`src/design/spectral_xyz_integrator_unit_defines.svh`:
```
// Assertion macros shared by the spectral XYZ integrator RTL.
// Each macro expects clk and rst_n in scope at the point of use.
`ifndef SPECTRAL_XYZ_INTEGRATOR_UNIT_DEFINES_SVH
`define SPECTRAL_XYZ_INTEGRATOR_UNIT_DEFINES_SVH

// condition must hold at every clock edge out of reset
`define SXI_ASSERT_ALWAYS(lbl, cond) \
    lbl: assert property (@(posedge clk) disable iff (!rst_n) (cond)) \
        else $error("sxi assertion failed");

// consequence in the same cycle
`define SXI_ASSERT_IMP(lbl, ante, cons) \
    lbl: assert property (@(posedge clk) disable iff (!rst_n) (ante) |-> (cons)) \
        else $error("sxi assertion failed");

// consequence in the following cycle
`define SXI_ASSERT_NXT(lbl, ante, cons) \
    lbl: assert property (@(posedge clk) disable iff (!rst_n) (ante) |=> (cons)) \
        else $error("sxi assertion failed");

`endif

```
`src/design/sxi_pkg.sv`:
```
// Package for the spectral XYZ integrator: sizes, codes, word and control types.
// No dependencies.
`timescale 1ns / 1ps

package sxi_pkg;

    localparam int TABLE_DEPTH     = 512;
    localparam int RADIANCE_BITS   = 24;
    localparam int WEIGHT_BITS     = 16;
    localparam int WAVELENGTH_BITS = 16;
    localparam int ACC_BITS        = 50;
    localparam int COUNT_BITS      = 10;
    localparam int COUNT_MAX       = 1023;
    localparam int TOTAL_BITS      = 64;

    localparam int ADDR_BITS  = $clog2(TABLE_DEPTH);
    localparam int TCNT_BITS  = $clog2(TABLE_DEPTH + 1);
    localparam int STEP_BITS  = WAVELENGTH_BITS + 1;
    localparam int ENTRY_BITS = WAVELENGTH_BITS + 3 * WEIGHT_BITS;

    localparam logic [1:0] LAST_CHAN = 2'd2;

    typedef enum logic [1:0] {
        CMD_APPEND = 2'd0,
        CMD_CLEAR  = 2'd1,
        CMD_SAMPLE = 2'd2,
        CMD_NONE   = 2'd3
    } command_t;

    typedef enum logic [2:0] {
        STS_OK       = 3'd0,
        STS_TOO_FEW  = 3'd1,
        STS_BAD_STEP = 3'd2,
        STS_NONUNI   = 3'd3,
        STS_MISMATCH = 3'd4,
        STS_SAT      = 3'd5
    } status_t;

    typedef enum logic [3:0] {
        S_IDLE,
        S_PROBE,
        S_PCMP,
        S_FREAD,
        S_FCMP,
        S_MUL,
        S_ACC,
        S_DECIDE,
        S_SLO,
        S_SHI,
        S_SFIN,
        S_EMIT
    } state_t;

    typedef struct packed {
        logic [1:0]                        command;
        logic [WAVELENGTH_BITS-1:0]        wavelength;
        logic signed [WEIGHT_BITS-1:0]     weight_x;
        logic signed [WEIGHT_BITS-1:0]     weight_y;
        logic signed [WEIGHT_BITS-1:0]     weight_z;
        logic signed [RADIANCE_BITS-1:0]   radiance;
        logic                              last_sample;
    } req_t;

    typedef struct packed {
        logic signed [TOTAL_BITS-1:0] x_total;
        logic signed [TOTAL_BITS-1:0] y_total;
        logic signed [TOTAL_BITS-1:0] z_total;
        logic [2:0]                   status;
    } rsp_t;

    typedef struct packed {
        logic       accept;
        logic       probe_rd;
        logic       probe_upd;
        logic       final_rd;
        logic       final_chk;
        logic       mul_sample;
        logic       acc_step;
        logic       decide;
        logic       scale_lo;
        logic       scale_hi;
        logic       scale_fin;
        logic       emit;
        logic [1:0] chan;
    } ctrl_cmd_t;

    typedef struct packed {
        logic n_zero;
        logic hit;
        logic last;
        logic need_scale;
        logic out_busy;
    } dp_status_t;

endpackage

```
`src/design/sxi_ctrl.sv`:
```
// Sequencer for the integrator: search, multiply-accumulate and scaling steps.
// Depends on sxi_pkg.
`timescale 1ns / 1ps

module sxi_ctrl (
    input  logic               clk,
    input  logic               rst_n,
    input  logic               req_valid,
    input  logic [1:0]         req_command,
    output logic               req_stall,
    input  sxi_pkg::dp_status_t st,
    output sxi_pkg::ctrl_cmd_t  cmd
);

    import sxi_pkg::*;

    state_t     state_reg, state_next;
    logic [1:0] chan_reg, chan_next;

    always_ff @(posedge clk or negedge rst_n)
    begin
        if (!rst_n)
        begin
            state_reg <= S_IDLE;
            chan_reg  <= '0;
        end
        else
        begin
            state_reg <= state_next;
            chan_reg  <= chan_next;
        end
    end

    assign req_stall = (state_reg != S_IDLE);

    always_comb
    begin
        cmd        = '0;
        cmd.chan   = chan_reg;
        state_next = state_reg;
        chan_next  = chan_reg;
        unique case (state_reg)
            S_IDLE:
            begin
                if (req_valid)
                begin
                    cmd.accept = 1'b1;
                    if (req_command == CMD_SAMPLE)
                    begin
                        state_next = S_PROBE;
                    end
                end
            end
            S_PROBE:
            begin
                if (st.n_zero)
                begin
                    state_next = S_FREAD;
                end
                else
                begin
                    cmd.probe_rd = 1'b1;
                    state_next   = S_PCMP;
                end
            end
            S_PCMP:
            begin
                cmd.probe_upd = 1'b1;
                state_next    = S_PROBE;
            end
            S_FREAD:
            begin
                cmd.final_rd = 1'b1;
                state_next   = S_FCMP;
            end
            S_FCMP:
            begin
                cmd.final_chk = 1'b1;
                chan_next     = '0;
                if (st.hit)
                begin
                    state_next = S_MUL;
                end
                else
                begin
                    state_next = st.last ? S_DECIDE : S_IDLE;
                end
            end
            S_MUL:
            begin
                cmd.mul_sample = 1'b1;
                state_next     = S_ACC;
            end
            S_ACC:
            begin
                cmd.acc_step = 1'b1;
                if (chan_reg == LAST_CHAN)
                begin
                    state_next = st.last ? S_DECIDE : S_IDLE;
                end
                else
                begin
                    chan_next  = chan_reg + 2'd1;
                    state_next = S_MUL;
                end
            end
            S_DECIDE:
            begin
                cmd.decide = 1'b1;
                chan_next  = '0;
                state_next = st.need_scale ? S_SLO : S_EMIT;
            end
            S_SLO:
            begin
                cmd.scale_lo = 1'b1;
                state_next   = S_SHI;
            end
            S_SHI:
            begin
                cmd.scale_hi = 1'b1;
                state_next   = S_SFIN;
            end
            S_SFIN:
            begin
                cmd.scale_fin = 1'b1;
                if (chan_reg == LAST_CHAN)
                begin
                    state_next = S_EMIT;
                end
                else
                begin
                    chan_next  = chan_reg + 2'd1;
                    state_next = S_SLO;
                end
            end
            S_EMIT:
            begin
                if (!st.out_busy)
                begin
                    cmd.emit   = 1'b1;
                    state_next = S_IDLE;
                end
            end
            default:
            begin
                state_next = S_IDLE;
            end
        endcase
    end

endmodule

```
`config.mk`:
```
export PLATFORM = sky130hd
export DESIGN_NAME = sxi_ctrl
export DESIGN_NICKNAME = d
export VERILOG_FILES = /design/src/design/spectral_xyz_integrator_unit_defines.svh /design/src/design/sxi_pkg.sv /design/src/design/sxi_ctrl.sv
export SDC_FILE = /design/constraint.sdc
export NUM_CORES = 1
export LEC_CHECK = 0
export ABC_CLOCK_PERIOD_IN_PS = 3280
export CORE_AREA = 2 2 39 41
export DETAILED_ROUTE_END_ITERATION = 8
export DIE_AREA = 0 0 41 43
export DONT_BUFFER_PORTS = 1
export SYNTH_ARGS = -nofsm -noshare
export SYNTH_HDL_FRONTEND = slang
export SYNTH_SLANG_ARGS = --single-unit
export TNS_END_PERCENT = 30
```
`constraint.sdc`:
```
create_clock -name clk -period 3.28 [get_ports clk]
set_input_delay 0.656 -clock clk [delete_from_list [all_inputs] [get_ports clk]]
set_output_delay 0.656 -clock clk [all_outputs]
set_load 0.01 [all_outputs]
```
======== After elaboration in Yosys (flattened, before gate mapping) ========
Index checks and enable logic that the tools add are counted.
cells by class
  reduce and logical (&&, ||, !) cells .... 7
  eq/ne operators ......................... 17
  mux-type cells .......................... 27
  add/sub/neg operators ................... 1
operators by type and width
  cell                   count
  $pmux W4 S12           1
  $eq A4 B3 Y1 const B   4
  $eq A4 B4 Y1 const B   4
  $mux W1                16
  $mux W4                3
  $mux W3                3
  $eq A4 B2 Y1 const B   2
  $ne A2 B2 Y1 const B   4
  $mux W2                3
  $eq A2 B2 Y1 const B   2
  $eq A4 B1 Y1 const B   1
  $logic_not A4 Y1       1
  $pmux W2 S2            1
  $reduce_bool A4 Y1     1
  $reduce_or A2 Y1       2
  $reduce_and A3 Y1      1
  $add A2 B1 Y2 const B  1
  $reduce_and A2 Y1      1
  $reduce_bool A2 Y1     1
storage, ports and cells
  input bits .............................. 10
  output and inout port bits .............. 15
  flip-flop bits (word level) ............. 6
  word-level logic and storage cells ...... 54

======== Longest topological paths before layout ========
Gate-level depths: netlist of the first run.
  word-level depth ........................ 4
  depth in mapped cells ................... 6
  mapped depth without buffers ............ 6

======== Worst setup path before layout of the first run ========
No wires, ideal clock.
  path kind ............................... in2out
  start ................................... input port st[4] (netlist bit)
  end ..................................... output port cmd[12] (netlist bit)
  required time ........................... 2,624 ps
  data arrival time ....................... 1,062 ps
  stages on the path ...................... 1
  path buffers ............................ 0
  slack ................................... 1,562 ps
  cell sequence ........................... nor4_1
between the ends
  word-level cells in the longest chain between the ends .. 2
ends and longest elaborated chain
  item             RTL line        source
  start, declared  sxi_ctrl.sv:11  input sxi_pkg::dp_status_t st,
  $mux W1          sxi_ctrl.sv:56  if (st.n_zero)
  $mux W1          sxi_ctrl.sv:42  unique case (state_reg)
  end, declared    sxi_ctrl.sv:12  output sxi_pkg::ctrl_cmd_t cmd
Every way passes these cells.

==> results of run 1 <==
[final cells by class]
class / instances / area share [%]
tap: 16 / 3.51
inverter: 5 / 3.29
clock buffer: 3 / 3.95
multi-input combinational: 56 / 62.9
sequential: 6 / 26.3
[logic make-up after synthesis]
logic type,synth area share [%]
AOI/OAI and AO/OA,22.0
adders and majority gates,4.18
DFF,26.4
buffers and inverters,10.5
xor gates and xnor gates,1.54
and+or+nand+nor,33.6
muxes,1.76
[layer usage]
layer / track usage [%] / vias up / share of wire, %
met5: 0 / - / 0
met4: 2.00 / 0 / 0
met3: 7.85 / 0 / 7.1
met2: 24.1 / 21 / 51
met1: 23.0 / 243 / 42
li1: - / 250 / -
[per-stage QoR]
stage | hold WS [ns] | setup WS (ns) | area, um^2
after floorplan | 0.360 | 1.56 | 569
after global placement | 0.361 | 1.36 | 548
after global routing | 0.0822 | 0.983 | 571
final | 0.107 | 1.12 | 571
after detailed placement | 0.361 | 1.38 | 548
after CTS | 0.0999 | 1.12 | 571
[power by group through the flow]
stage | registers [mW] | clock network [mW] | logic, mW
final | 0.200 | 0.0680 | 0.316
after global routing | 0.207 | 0.0780 | 0.358
after CTS | 0.197 | 0.0702 | 0.318
after detailed placement | 0.199 | 0 | 0.318
after global placement | 0.198 | 0 | 0.316
after floorplan | 0.135 | 0 | 0.363
[worst min-delay path by stage]
stage	from	end	slack [ns]	cells after the start
after global placement	rst_n	chan_reg[0]$_DFFE_PN0P_	0.36	0
after CTS	rst_n	chan_reg[0]$_DFFE_PN0P_	0.1	0
after global routing	rst_n	chan_reg[1]$_DFFE_PN0P_	0.08	0
final	rst_n	chan_reg[0]$_DFFE_PN0P_	0.11	0
after detailed placement	rst_n	chan_reg[0]$_DFFE_PN0P_	0.36	0
after floorplan	rst_n	chan_reg[0]$_DFFE_PN0P_	0.36	0
[placed cells by master, fill, tap and decap left out, types with 2 or more instances in the layout]
cell type  netlist  final
o22ai_1          3      3
nor2_1          11     11
nor2b_1          3      3
a22oi_1          2      2
nand2_1          6      6
clkbuf_4         0      3
nor3_1           5      5
dfrtp_1          6      6
inv_1            5      5
o21ai_1          3      3
[synthesized netlist by cell type (all sizes together)]
cell / instances / area (um^2)
nor2b: 3 / 18.8
o22ai: 3 / 18.8
and3b: 1 / 8.76
o21bai: 1 / 7.51
a32oi: 1 / 8.76
and2: 1 / 6.26
a211o: 1 / 8.76
dfrtp: 6 / 150
nor3b: 1 / 12.5
nand2: 6 / 22.5
a2bb2oi: 1 / 8.76
inv: 5 / 18.8
nand2b: 3 / 28.8
nor3: 6 / 35.0
mux2i: 1 / 10.0
a211oi: 1 / 7.51
a21oi: 2 / 21.3
nand3: 1 / 5.00
buf: 5 / 41.3
nor4: 1 / 6.26
o21ai: 5 / 28.8
ha: 1 / 12.5
a22oi: 2 / 15.0
nor2: 11 / 41.3
maj3: 1 / 11.3
xor2: 1 / 8.76
and3: 1 / 6.26
[critical path, delay by kind of cell (launching register included)]
family           cells  cell delay [ns]
AND/OR/NAND/NOR      2             0.68
flip-flops           1             0.58
==> flow_metrics.env, run 1 <==
export IMPL_outcome="finished clean"
export IMPL_report_final_slew_viol_count=0
export IMPL_cpPeakStageDelay_ns=0.58
export IMPL_start_util_pct=41.1
export IMPL_grt_pass1_wl_um=2020
export IMPL_max_freq_mhz=463
export IMPL_ys_ff_latch=6
export IMPL_critPathKind="register to primary output"
export IMPL_fillers=149
export IMPL_dieArea_um2=1760
export IMPL_drt_wl_total_um=1230
export IMPL_die_y_um=43
export IMPL_syn_to_final_growth_pct=0.220
export IMPL_r2r_setup_slack_ns=1.64
export IMPL_hold_viol=0
export IMPL_r2r_start="state_reg[3]$_DFFE_PN0P_"
export IMPL_track_usage_pct=16.7
export IMPL_routedWlPerCell_um=14.3
export IMPL_p_sw_mw=0.299
export IMPL_postSynthAreaPerCell_um2=7.91
export IMPL_rr_endpoint="state_reg[1]$_DFFE_PN0P_"
export IMPL_seq_area_frac_synth_pct=26.4
export IMPL_cap_violations=0
export IMPL_gp_congestion=0.764
export IMPL_clockPowerShare_pct=11.6
export IMPL_rsz0062_at_grt="false"
export IMPL_io_buffer_count=0
export IMPL_maxSlewHeadroom_pct=66.3
export IMPL_finalClockSkew_ns=0.000112
export IMPL_htreeDepth=1
export IMPL_cts_setup_buffers=0
export IMPL_power_density_nw_per_um2=1020
export IMPL_final_cells=86
export IMPL_syn_num_nets=83
export IMPL_vias=514
export IMPL_power_leakage_nw=0.248
export IMPL_start_kind="register"
export IMPL_final_util_pct=41.2
export IMPL_grt_overflow_total=0
export IMPL_slowest_stage="dfrtp_1"
export IMPL_cts_sinks=6
export IMPL_drc=0
export IMPL_worstSkewPairLatency_ns=0.24
export IMPL_vias_per_cell=5.98
export IMPL_placedCellCount=83
export IMPL_fin_setup_tns_ns=0
export IMPL_setup_worst_path_end_class="primary output"
export IMPL_required_ns=2.62
export IMPL_cts_hold_buf=0
export IMPL_syn_area_um2=569
export IMPL_p_int_mw=0.285
export IMPL_ff_latch_area_um2=150
export IMPL_dpl_hpwl_um=903
export IMPL_final_nets=83
export IMPL_rows=14
export IMPL_yosysWarningCount=0
export IMPL_p_seq_share_pct=34.3
export IMPL_grt_pass1_vias=464
export IMPL_yosysUniqueCellTypes=34
export IMPL_sw_frac_of_total_pct=51.2
export IMPL_finalCritPeriodShare_pct=65.8
export IMPL_cp_endpoint="cmd[9]"
export IMPL_max_vdd_ir_drop_uv=428
export IMPL_cts_max_path_buffers=2
export IMPL_first_pass_iters=4
export IMPL_n_antenna_cell=0
export IMPL_ant_nets=0
export IMPL_die_x_um=41
export IMPL_netlist_instances=72
export IMPL_finalSetupViolCount=0
export IMPL_largest_reg_flops=4
export IMPL_drt_iter0_drc=6
export IMPL_io_pin_count=25
export IMPL_multi_input_area_um2=359
export IMPL_path_clk_slew_ns=0.05
export IMPL_cts_made_buffers=3
export IMPL_period_needed_ns=2.16
export IMPL_fin_total_pwr_mw=0.585
export IMPL_combPwrFrac_pct=54.1
export IMPL_core_um2=1380
export IMPL_cts_tree="built"
export IMPL_critPathMaxFanout=13
export IMPL_r2r_cells=4
export IMPL_cp_startpoint="state_reg[2]$_DFFE_PN0P_"
export IMPL_hp_class="input pin to asynchronous set/reset pin"
export IMPL_drive_gt1_share_pct=14.3
export IMPL_post_cts_resized=0
export IMPL_grt_max_degree=15
export IMPL_antenna_found_initial=0
export IMPL_cts_root_buf="clkbuf_4"
export IMPL_worstMarginPinSlew_ns=0.500
export IMPL_path_cells="nand2b_1 > nor3_1"
export IMPL_crit_arrival_ns=1.50
(Power assumes the default switching activity.)
==> run 2, diff against run 1 <==
ABC_CLOCK_PERIOD_IN_PS = 1940   (was 3280)
clock period = 1.94 ns   (was 3.28 ns; I/O delays follow)
==> run 2 against run 1 <==
Compared with the run above: first-iteration DRC count unchanged; non-clock buffer count up 3; total power up 76%; highest routed layer is now met4.
==> flow_metrics.env, run 2 (synthesis gave the netlist of run 1 again) <==
export IMPL_path_clk_slew_ns=0.05
export IMPL_clockPowerShare_pct=11.5
export IMPL_r2r_setup_slack_ns=0.32
export IMPL_rr_endpoint="state_reg[1]$_DFFE_PN0P_"
export IMPL_drt_wl_total_um=1250
export IMPL_slowest_stage="dfrtp_1"
export IMPL_largest_reg_flops=4
export IMPL_vias=501
export IMPL_rsz0062_at_grt="false"
export IMPL_cts_sinks=6
export IMPL_critPathKind="register to primary output"
export IMPL_crit_arrival_ns=1.43
export IMPL_start_util_pct=41.1
export IMPL_syn_to_final_growth_pct=5.49
export IMPL_die_x_um=41
export IMPL_setup_worst_path_end_class="primary output"
export IMPL_r2r_cells=4
export IMPL_dpl_hpwl_um=948
export IMPL_rows=14
export IMPL_finalCritPeriodShare_pct=93.6
export IMPL_dieArea_um2=1760
export IMPL_io_pin_count=25
export IMPL_combPwrFrac_pct=58.0
export IMPL_hold_viol=0
export IMPL_core_um2=1380
export IMPL_max_vdd_ir_drop_uv=909
export IMPL_p_seq_share_pct=30.5
export IMPL_p_sw_mw=0.521
export IMPL_drive_gt1_share_pct=17.8
export IMPL_cts_tree="built"
export IMPL_cts_max_path_buffers=2
export IMPL_finalSetupViolCount=0
export IMPL_period_needed_ns=1.82
export IMPL_sw_frac_of_total_pct=50.6
export IMPL_r2r_start="state_reg[3]$_DFFE_PN0P_"
export IMPL_final_common_cell="nor2_1"
export IMPL_finalClockSkew_ns=0.000174
export IMPL_vias_per_cell=5.63
export IMPL_cpPeakStageDelay_ns=0.60
export IMPL_final_cell_mix="nor2_1, nand2_1, dfrtp_1"
export IMPL_maxSlewHeadroom_pct=66.6
export IMPL_drt_iter0_drc=6
export IMPL_hp_class="input pin to register"
export IMPL_fillers=139
export IMPL_ant_nets=0
export IMPL_first_pass_iters=4
export IMPL_grt_max_degree=15
export IMPL_required_ns=1.55
export IMPL_cp_startpoint="state_reg[0]$_DFFE_PN0P_"
export IMPL_cap_violations=0
export IMPL_n_antenna_cell=0
export IMPL_worstSkewPairLatency_ns=0.25
export IMPL_drc=0
export IMPL_grt_pass1_vias=444
export IMPL_track_usage_pct=17.6
export IMPL_cp_endpoint="cmd[12]"
export IMPL_grt_overflow_total=0
export IMPL_io_buffer_count=0
export IMPL_antenna_found_initial=0
export IMPL_path_cells="nand2_1 > nor4_1"
export IMPL_critPathMaxFanout=14
export IMPL_htreeDepth=1
export IMPL_power_leakage_nw=0.264
export IMPL_start_kind="register"
export IMPL_max_freq_mhz=551
export IMPL_routedWlPerCell_um=14.1
export IMPL_grt_pass1_wl_um=1990
export IMPL_power_density_nw_per_um2=1710
export IMPL_fin_setup_tns_ns=0
export IMPL_cts_setup_buffers=0
export IMPL_gp_congestion=0.799
export IMPL_p_int_mw=0.508
export IMPL_outcome="finished clean"
export IMPL_cts_made_buffers=3
export IMPL_worstMarginPinSlew_ns=0.496
export IMPL_report_final_slew_viol_count=0
export IMPL_final_nets=86
export IMPL_hold_slack_ns=0.357
export IMPL_cts_root_buf="clkbuf_4"
export IMPL_die_y_um=43
run 2: changes by cell type in the layout (fill, tap and decap cells not counted):
cell	delta
dlygate4sd3_1	+1
nor3_2	+1
buf_4	+2
nor3_1	-1
run 2: layout make-up:
class	count	area [um^2]	share of cell area (%)
Clock buffer	3	22.5	3.75
Inverter	5	18.8	3.13
Multi-Input combinational cell	56	364	60.6
Sequential cell	6	150	25.0
Tap cell	16	20.0	3.33
Timing Repair Buffer	3	25.0	4.17
run 2: how the worst min path moves through the flow:
stage	from	slack [ns]	cells past startpoint	to
global placement	rst_n	0.09	0	chan_reg[0]$_DFFE_PN0P_
global route	req_command[0]	0.37	3	state_reg[0]$_DFFE_PN0P_
CTS	req_command[0]	0.35	3	state_reg[0]$_DFFE_PN0P_
floorplan	rst_n	0.09	0	chan_reg[0]$_DFFE_PN0P_
finish	req_command[0]	0.36	3	state_reg[0]$_DFFE_PN0P_
detailed placement	rst_n	0.09	0	chan_reg[0]$_DFFE_PN0P_
run 2: stage by stage:
stage	util (%)	setup WS, ns	power [mW]	instance area (um^2)	std cells
after detailed placement	40.7	0.361	0.899	563	85
after global routing	43.4	0.0387	1.12	601	89
after floorplan	-	0.521	0.843	569	72
after global placement	40.7	0.362	0.898	563	85
after CTS	43.0	0.0800	1.03	596	89
final	43.4	0.125	1.03	601	89
run 2: worst max-delay path, delay by kind of cell, from the launching register on:
family / cells / cell delay (ns)
and+or+nand+nor: 2 / 0.58
DFF: 1 / 0.60
run 2: metal layers:
| metal | up-vias | routed length [um] | track usage, % |
|---|---|---|---|
| met5 | - | 0 | 0 |
| met4 | 0 | 13 | 12.7 |
| met3 | 2 | 87 | 8.38 |
| met2 | 16 | 633 | 22.2 |
| met1 | 231 | 517 | 22.4 |
| li1 | 252 | - | - |
run 2: power groups by stage:
stage	clock network [mW]	logic, mW	registers [mW]
finish	0.118	0.596	0.314
global route	0.133	0.655	0.327
global placement	0	0.588	0.310
detailed placement	0	0.588	0.311
floorplan	0	0.614	0.228
CTS	0.126	0.595	0.310
run 2: repair_timing:
item,in CTS,in global routing
hold buffers,1,0
endpoints found under the setup margin,0,1
resized for setup,0,1
endpoints found under the hold margin,6,0
